[src/rtl/oasc_pkg.sv]
`default_nettype none

package oasc_pkg;

    localparam int TIME_W     = 32;
    localparam int DELAY_W    = 16;
    localparam int HITS_W     = 8;
    localparam int RATE_W     = 15;
    localparam int YAW_W      = 16;
    localparam int MAG_W      = YAW_W + 1;
    localparam int CFG_IDX_W  = 3;
    localparam int CFG_DATA_W = 32;

    localparam logic [HITS_W-1:0] HIT_MAX = 8'd255;

    // register indexes on the configuration port
    localparam logic [CFG_IDX_W-1:0] CFG_RUN_START     = 3'd0;
    localparam logic [CFG_IDX_W-1:0] CFG_STARTUP_DELAY = 3'd1;
    localparam logic [CFG_IDX_W-1:0] CFG_CONFIRM_HITS  = 3'd2;
    localparam logic [CFG_IDX_W-1:0] CFG_RATE_LIMIT    = 3'd3;
    localparam logic [CFG_IDX_W-1:0] CFG_WAIT_MAX      = 3'd4;
    localparam logic [CFG_IDX_W-1:0] CFG_APPROACH_MAX  = 3'd5;

    // register reset values
    localparam logic [TIME_W-1:0]  RST_RUN_START     = 32'd0;
    localparam logic [DELAY_W-1:0] RST_STARTUP_DELAY = 16'd1000;
    localparam logic [HITS_W-1:0]  RST_CONFIRM_HITS  = 8'd2;
    localparam logic [RATE_W-1:0]  RST_RATE_LIMIT    = 15'd655;
    localparam logic [DELAY_W-1:0] RST_WAIT_MAX      = 16'd300;
    localparam logic [DELAY_W-1:0] RST_APPROACH_MAX  = 16'd20000;

    typedef enum logic [2:0] {
        PH_WAIT    = 3'd0,
        PH_CRUISE  = 3'd1,
        PH_CREEP   = 3'd2,
        PH_STOPPED = 3'd3,
        PH_TIMEOUT = 3'd4
    } phase_t;

    typedef enum logic [1:0] {
        DRV_IDLE   = 2'd0,
        DRV_CRUISE = 2'd1,
        DRV_CREEP  = 2'd2,
        DRV_BRAKE  = 2'd3
    } drive_t;

    typedef struct packed {
        logic [TIME_W-1:0]  run_start_ms;
        logic [DELAY_W-1:0] start_wait_ms;
        logic [HITS_W-1:0]  stop_confirm_hits;
        logic [RATE_W-1:0]  straight_rate_limit;
        logic [DELAY_W-1:0] straight_wait_max_ms;
        logic [DELAY_W-1:0] approach_max_ms;
    } cfg_t;

    typedef struct packed {
        phase_t             phase;
        logic [HITS_W-1:0]  hit_count;
        logic [TIME_W-1:0]  drive_start_time;
        logic [TIME_W-1:0]  confirm_start_time;
        logic               confirm_active;
    } state_t;

    typedef struct packed {
        logic [TIME_W-1:0]       time_ms;
        logic signed [YAW_W-1:0] yaw_rate;
        logic                    front_too_close;
        logic                    front_below_slow;
        logic                    front_below_stop;
    } tick_t;

    typedef struct packed {
        phase_t phase;
        drive_t drive_cmd;
        logic   start_drive;
        logic   stop_forced;
    } result_t;

endpackage

`default_nettype wire

[src/rtl/obstacle_approach_stop_control.sv]
// Obstacle approach and stop control, one control tick per transfer.
// Input channel (in_valid/in_ready) carries time_ms, yaw_rate and the three
// front flags. Output channel (out_valid/out_ready) returns exactly one
// result per tick: phase, drive_cmd, start_drive, stop_forced.
// Config: cfg_we/cfg_index/cfg_wdata write one register per cycle; write
// only while no tick is in flight. Unknown indexes are ignored.
// Path: a taken tick sits in the input register, is evaluated and lands in
// the result register once it is free or draining, and out_valid goes high.
// Throughput: one tick per cycle while out_ready holds. The whole evaluation
// (three 32-bit subtract-and-compares, yaw magnitude, hit counter) is one
// combinational pass between the input register and the result register;
// the state registers update in the same cycle the result is loaded.
// Reset: phase goes to wait, counters and confirm window clear, config
// registers take their defaults, both pipeline registers are empty.
// Stall: while out_ready is low a held result keeps the input register
// full and in_ready drops; nothing is lost or repeated.
`default_nettype none

module obstacle_approach_stop_control (
    input  wire         clk,
    input  wire         rst_n,

    input  wire         cfg_we,
    input  wire  [oasc_pkg::CFG_IDX_W-1:0]  cfg_index,
    input  wire  [oasc_pkg::CFG_DATA_W-1:0] cfg_wdata,

    input  wire         in_valid,
    output logic        in_ready,
    input  wire  [31:0] time_ms,
    input  wire  signed [15:0] yaw_rate,
    input  wire         front_too_close,
    input  wire         front_below_slow,
    input  wire         front_below_stop,

    output logic        out_valid,
    input  wire         out_ready,
    output logic [2:0]  phase,
    output logic [1:0]  drive_cmd,
    output logic        start_drive,
    output logic        stop_forced
);

    oasc_pkg::cfg_t    cfg_reg;
    oasc_pkg::state_t  state_reg;
    oasc_pkg::state_t  state_next;
    oasc_pkg::tick_t   tick_reg;
    oasc_pkg::result_t res_next;
    oasc_pkg::result_t res_reg;
    logic              tick_valid_reg;
    logic              out_valid_reg;
    logic              advance;
    logic              in_xfer;

    // tick moves to the result register when that register is free or draining
    assign advance   = tick_valid_reg && (!out_valid_reg || out_ready);
    assign in_ready  = !tick_valid_reg || advance;
    assign in_xfer   = in_valid && in_ready;

    // config registers
    always_ff @(posedge clk or negedge rst_n)
    begin
        if (!rst_n)
        begin
            cfg_reg.run_start_ms         <= oasc_pkg::RST_RUN_START;
            cfg_reg.start_wait_ms        <= oasc_pkg::RST_STARTUP_DELAY;
            cfg_reg.stop_confirm_hits    <= oasc_pkg::RST_CONFIRM_HITS;
            cfg_reg.straight_rate_limit  <= oasc_pkg::RST_RATE_LIMIT;
            cfg_reg.straight_wait_max_ms <= oasc_pkg::RST_WAIT_MAX;
            cfg_reg.approach_max_ms      <= oasc_pkg::RST_APPROACH_MAX;
        end
        else if (cfg_we)
        begin
            unique case (cfg_index)
                oasc_pkg::CFG_RUN_START:
                    cfg_reg.run_start_ms <= cfg_wdata;
                oasc_pkg::CFG_STARTUP_DELAY:
                    cfg_reg.start_wait_ms <= cfg_wdata[oasc_pkg::DELAY_W-1:0];
                oasc_pkg::CFG_CONFIRM_HITS:
                    cfg_reg.stop_confirm_hits <= cfg_wdata[oasc_pkg::HITS_W-1:0];
                oasc_pkg::CFG_RATE_LIMIT:
                    cfg_reg.straight_rate_limit <= cfg_wdata[oasc_pkg::RATE_W-1:0];
                oasc_pkg::CFG_WAIT_MAX:
                    cfg_reg.straight_wait_max_ms <= cfg_wdata[oasc_pkg::DELAY_W-1:0];
                oasc_pkg::CFG_APPROACH_MAX:
                    cfg_reg.approach_max_ms <= cfg_wdata[oasc_pkg::DELAY_W-1:0];
                default:
                begin
                end
            endcase
        end
    end

    // control: valid flags and sequencing state
    always_ff @(posedge clk or negedge rst_n)
    begin
        if (!rst_n)
        begin
            tick_valid_reg               <= 1'b0;
            out_valid_reg                <= 1'b0;
            state_reg.phase              <= oasc_pkg::PH_WAIT;
            state_reg.hit_count          <= '0;
            state_reg.drive_start_time   <= '0;
            state_reg.confirm_start_time <= '0;
            state_reg.confirm_active     <= 1'b0;
        end
        else
        begin
            if (in_ready)
            begin
                tick_valid_reg <= in_valid;
            end
            if (advance)
            begin
                out_valid_reg <= 1'b1;
                state_reg     <= state_next;
            end
            else if (out_ready)
            begin
                out_valid_reg <= 1'b0;
            end
        end
    end

    // payload registers
    always_ff @(posedge clk)
    begin
        if (in_xfer)
        begin
            tick_reg.time_ms          <= time_ms;
            tick_reg.yaw_rate         <= yaw_rate;
            tick_reg.front_too_close  <= front_too_close;
            tick_reg.front_below_slow <= front_below_slow;
            tick_reg.front_below_stop <= front_below_stop;
        end
        if (advance)
        begin
            res_reg <= res_next;
        end
    end

    oasc_step u_step (
        .cur  (state_reg),
        .cfg  (cfg_reg),
        .tick (tick_reg),
        .nxt  (state_next),
        .res  (res_next)
    );

    assign out_valid   = out_valid_reg;
    assign phase       = res_reg.phase;
    assign drive_cmd   = res_reg.drive_cmd;
    assign start_drive = res_reg.start_drive;
    assign stop_forced = res_reg.stop_forced;

endmodule

`default_nettype wire

[src/rtl/oasc_step.sv]
`default_nettype none

// One control tick: next state and result from current state and the tick.
module oasc_step (
    input  var oasc_pkg::state_t  cur,
    input  var oasc_pkg::cfg_t    cfg,
    input  var oasc_pkg::tick_t   tick,
    output oasc_pkg::state_t      nxt,
    output oasc_pkg::result_t     res
);

    logic [oasc_pkg::TIME_W-1:0] since_run;
    logic [oasc_pkg::TIME_W-1:0] since_drive;
    logic [oasc_pkg::TIME_W-1:0] since_confirm;
    logic [oasc_pkg::TIME_W-1:0] confirm_start;
    logic [oasc_pkg::MAG_W-1:0]  yaw_mag;
    logic [oasc_pkg::HITS_W-1:0] hits;
    logic                        wait_done;
    logic                        stop;
    logic                        forced;

    // |yaw|, most negative value gives 32768 (never straight)
    always_comb
    begin
        if (tick.yaw_rate[oasc_pkg::YAW_W-1])
        begin
            yaw_mag = oasc_pkg::MAG_W'(17'h10000)
                      - {1'b0, $unsigned(tick.yaw_rate)};
        end
        else
        begin
            yaw_mag = {1'b0, $unsigned(tick.yaw_rate)};
        end
    end

    assign since_run = tick.time_ms - cfg.run_start_ms;
    assign wait_done = (cur.phase == oasc_pkg::PH_WAIT)
                       && (since_run > {16'd0, cfg.start_wait_ms});

    always_comb
    begin
        nxt             = cur;
        res.phase       = cur.phase;
        res.drive_cmd   = oasc_pkg::DRV_IDLE;
        res.start_drive = 1'b0;
        res.stop_forced = 1'b0;
        stop            = 1'b0;
        forced          = 1'b0;
        hits            = cur.hit_count;
        confirm_start   = cur.confirm_start_time;
        since_confirm   = '0;

        if (wait_done)
        begin
            nxt.phase            = oasc_pkg::PH_CRUISE;
            nxt.drive_start_time = tick.time_ms;
            res.start_drive      = 1'b1;
        end

        since_drive = tick.time_ms - nxt.drive_start_time;

        if (nxt.phase == oasc_pkg::PH_CRUISE || nxt.phase == oasc_pkg::PH_CREEP)
        begin
            if (nxt.phase == oasc_pkg::PH_CRUISE && tick.front_below_slow)
            begin
                nxt.phase = oasc_pkg::PH_CREEP;
            end

            if (tick.front_too_close)
            begin
                stop   = 1'b1;
                forced = 1'b1;
            end
            else
            begin
                if (tick.front_below_stop)
                begin
                    if (cur.hit_count < oasc_pkg::HIT_MAX)
                    begin
                        hits = cur.hit_count + 8'd1;
                    end
                end
                else
                begin
                    hits = '0;
                end
                nxt.hit_count = hits;

                if (hits >= cfg.stop_confirm_hits)
                begin
                    if (!cur.confirm_active)
                    begin
                        confirm_start = tick.time_ms;
                    end
                    nxt.confirm_active     = 1'b1;
                    nxt.confirm_start_time = confirm_start;
                    since_confirm          = tick.time_ms - confirm_start;
                    if (yaw_mag < {2'b00, cfg.straight_rate_limit})
                    begin
                        stop = 1'b1;
                    end
                    else if (since_confirm > {16'd0, cfg.straight_wait_max_ms})
                    begin
                        stop   = 1'b1;
                        forced = 1'b1;
                    end
                end
                else
                begin
                    nxt.confirm_active = 1'b0;
                end
            end

            if (stop)
            begin
                nxt.phase     = oasc_pkg::PH_STOPPED;
                res.drive_cmd = oasc_pkg::DRV_BRAKE;
            end
            else if (since_drive > {16'd0, cfg.approach_max_ms})
            begin
                nxt.phase     = oasc_pkg::PH_TIMEOUT;
                res.drive_cmd = oasc_pkg::DRV_BRAKE;
            end
            else if (nxt.phase == oasc_pkg::PH_CREEP)
            begin
                res.drive_cmd = oasc_pkg::DRV_CREEP;
            end
            else
            begin
                res.drive_cmd = oasc_pkg::DRV_CRUISE;
            end
            res.stop_forced = forced;
        end

        res.phase = nxt.phase;
    end

endmodule

`default_nettype wire

[config.mk]
export PLATFORM = sky130hd
export DESIGN_NAME = obstacle_approach_stop_control
export DESIGN_NICKNAME = d
export VERILOG_FILES = /design/src/rtl/oasc_pkg.sv /design/src/rtl/obstacle_approach_stop_control.sv /design/src/rtl/oasc_step.sv
export SDC_FILE = /design/constraint.sdc
export NUM_CORES = 1
export LEC_CHECK = 0
export BUFFER_PORTS_ARGS = -buffer_cell sky130_fd_sc_hd__buf_4
export CORE_UTILIZATION = 30
export CTS_BUF_LIST = sky130_fd_sc_hd__clkbuf_4 sky130_fd_sc_hd__clkbuf_8
export DETAILED_ROUTE_END_ITERATION = 7
export GPL_ROUTABILITY_DRIVEN = 0
export SLEW_MARGIN = 25
export SYNTH_ARGS = -nofsm -noshare
export SYNTH_HDL_FRONTEND = slang
export SYNTH_SLANG_ARGS = --single-unit
[constraint.sdc]
create_clock -name clk -period 24.3 [get_ports clk]
set_input_delay 1.215 -clock clk [delete_from_list [all_inputs] [get_ports clk]]
set_output_delay 1.215 -clock clk [all_outputs]
set_load 0.01 [all_outputs]
==> flow_summary.ini <==
[clocking]
clk_pin_slew_ps = 60
root_buffer = clkbuf_8
tritoncts = built
cts.path.max_buffers = 3
insertion_delay_ps = 580
cts_buffers = 43
cts.sinks = 239
htreeDepth = 2
postCtsSetupRepairBufs = 0
holdBufCountCts = 0
post_cts_resized = 0

[die]
pin_count = 100
start_util_pct = 30.5
row_count = 87
core_area_um2 = 56600
dieArea_um2 = 58400
die_h_um = 242
die_x_um = 242

[yosys]
syn_inst = 1906
synthMuxAreaShare_pct = 7.40
synth_warnings = 0
synthFlopType = dfrtp_1
yosysTopAreaCellShare_pct = 23.1
synth_top_area_cell = dfrtp_1
synth_cell_types = 90
synthXorXnorAreaFrac_pct = 3.20
syn_nets = 2162
syn_area_um2 = 17200
ys_ff_latch = 239
netlist_top_cells_count = nand2_1, ha_1, dfrtp_1
async_reset_ff_share_pct = 75.7
avgSynthCellArea_um2 = 9.04
synth_fa_ha_area_share_pct = 12.3
synth_top_family_by_area = compound AO/OA/AOI/OAI gates
synth_edf_count = 58
synth-compound-area-share_pct = 19.8
synthSimpleGateAreaFrac_pct = 16.3
synth_area_leaders = dfrtp_1, ha_1, edfxtp_1
synth_seq_area_share_pct = 36.5
yosysMostFrequentCell = nand2_1

[sta]
drv_slew = 0
slew_headroom_pct = 35.7
fin_crit_sh_pct = 47.4
skew_ps = 25.2
fin_setup_tns_ps = 0
worstMarginPinSlew_ps = 960
period_needed_ps = 11520
setup_viol = 0
rsz0062_at_grt = false
fmax_ghz = 0.0868
hold_viol_final = 0

[layout]
syn_to_final_growth_pct = 14.3
final_cells = 2781
fin_util_pct = 34.8
nFillCells = 5806
regArea_um2 = 6300
multi_input_area_um2 = 10200
drive_gt1_share_pct = 14.9
largest_reg_flops = 103
nNetsFinal = 2245

[pwr]
power.switching_uw = 769
comb_power_share_pct = 49.2
seq_power_share_pct = 29.2
internal-power_mw = 1.11
vdd_drop_max_mv = 0.0408
power.share.clock_pct = 21.7
power_density_nw_per_um2 = 95.4
p_leak_nw = 8.54
swShare_pct = 40.9

[global_route]
grt_max_degree = 111
antenna_found_initial = 2
grt_usage_pct = 16.1
grt_pass1_wl_um = 76500
overflow = 0
grt_pass1_vias = 14400

[routing]
avgViaCountPerCell = 5.22
routedWlPerCell_um = 17.1
drt_first_iter_violations = 1001
first_pass_iters = 6
drc_errors = 0
finalWirelength_um = 47400
ant_nets = 0
vias = 14500

[setup_path]
arrival_ps = 11820
worstPathMaxFanout = 32
worstSetupStartpointType = register
path_class = reg -> reg
critPathMaxStageDelay_ps = 540
crit_slowest_cell = edfxtp_1
worstPathRequired_ps = 24600
end_kind = register

[placed_design]
io_buffers = 99
post-dp-hpwl_um = 36700
dp_cells = 2700

[status]
status = completed

[job]
maxCapViolations = 0

[hold_path]
min_path_type = reg -> reg
## cells in the final DEF, fill, tap and decap left out, drive strengths merged, types with 6 or more instances in the layout
cell type / instances
a211o: 9
a211oi: 13
a21boi: 7
a21o: 56
a21oi: 151
a31o: 6
and2: 14
and3: 10
buf: 109
clkbuf: 69
clkinv: 6
dfrtp: 159
dfstp: 22
edfxtp: 58
ha: 162
inv: 130
mux2: 51
mux2i: 70
nand2: 196
nand2b: 35
nand3: 40
nand3b: 6
nand4: 36
nor2: 130
nor2b: 26
nor3: 31
nor4: 14
o2111ai: 6
o211ai: 13
o21a: 19
o21ai: 163
o21bai: 13
o22ai: 8
o31ai: 10
or2: 9
or3: 7
xnor2: 41
xor2: 22
## critical path: cells and delay by family (launching register included)
| kind | cells | cell delay, ps |
|---|---|---|
| flip-flops | 1 | 540 |
| AND/OR/NAND/NOR | 17 | 4060 |
| multiplexers | 1 | 240 |
| buffers and inverters | 2 | 550 |
| adder cells (fa/ha/maj) | 4 | 1440 |
| AO/OA/AOI/OAI | 18 | 4140 |
| XOR/XNOR | 2 | 230 |
## power groups by stage
stage,Clock (mW),Sequential (mW),Combinational [mW]
2_1_floorplan,0,0.537,0.690
3_3_place_gp,0,0.551,0.889
3_5_place_dp,0,0.554,0.910
4_1_cts,0.421,0.548,0.916
5_1_grt,0.438,0.558,1.03
6_report,0.407,0.548,0.925
## cell families (layout without fill, tap and decap cells)
logic type	count (synthesis)	in the layout
DFF	239	239
buffers and inverters	201	317
xor gates and xnor gates	63	63
AOI/OAI and AO/OA	537	537
other	0	3
adders and majority gates	168	168
and+or+nand+nor	577	577
muxes	121	121
## final cells by class
| class | count | area share, % |
|---|---|---|
| antenna | 3 | 0.0381 |
| clock buffer | 68 | 4.12 |
| clock inverter | 10 | 0.553 |
| inverter | 129 | 2.46 |
| multi-input combinational | 1466 | 51.8 |
| sequential | 239 | 32.0 |
| tap | 756 | 4.80 |
| timing repair buffer | 110 | 4.24 |
## per-stage QoR
stage	area [µm²]	total power, mW	hold slack (ps)	worst slack [ps]
CTS	19700	1.89	480	12820
detailed placement	18800	1.46	467	12880
floorplan	17200	1.23	446	14440
global placement	18800	1.44	462	13080
finish	19700	1.88	475	12780
global route	19700	2.03	500	11850
## final timing paths
kind / depth (start not counted) / slack, ps / start / to
min in group asynchronous: 1 / 750 / rst_n / state_reg[69]
max in group asynchronous: 2 / 22250 / rst_n / state_reg[59]
setup reg to reg: 44 / 12780 / tick_reg[20] / drive_cmd[1]
hold reg to reg: 2 / 470 / state_reg[39] / state_reg[39]
hold / removal: 2 / 470 / state_reg[39] / state_reg[39]
setup / recovery: 44 / 12780 / tick_reg[20] / drive_cmd[1]
## routing by layer
metal  vias to the layer above  global-route usage (%)  part of all wire [%]
met5                         -                       0                     0
met4                         0                    6.65                   3.9
met3                       101                    2.23                   4.7
met2                       431                    26.9                    46
met1                      6907                    20.9                    45
li1                       7081                       -                     -
Note: power is estimated with default switching activity, not from simulation.
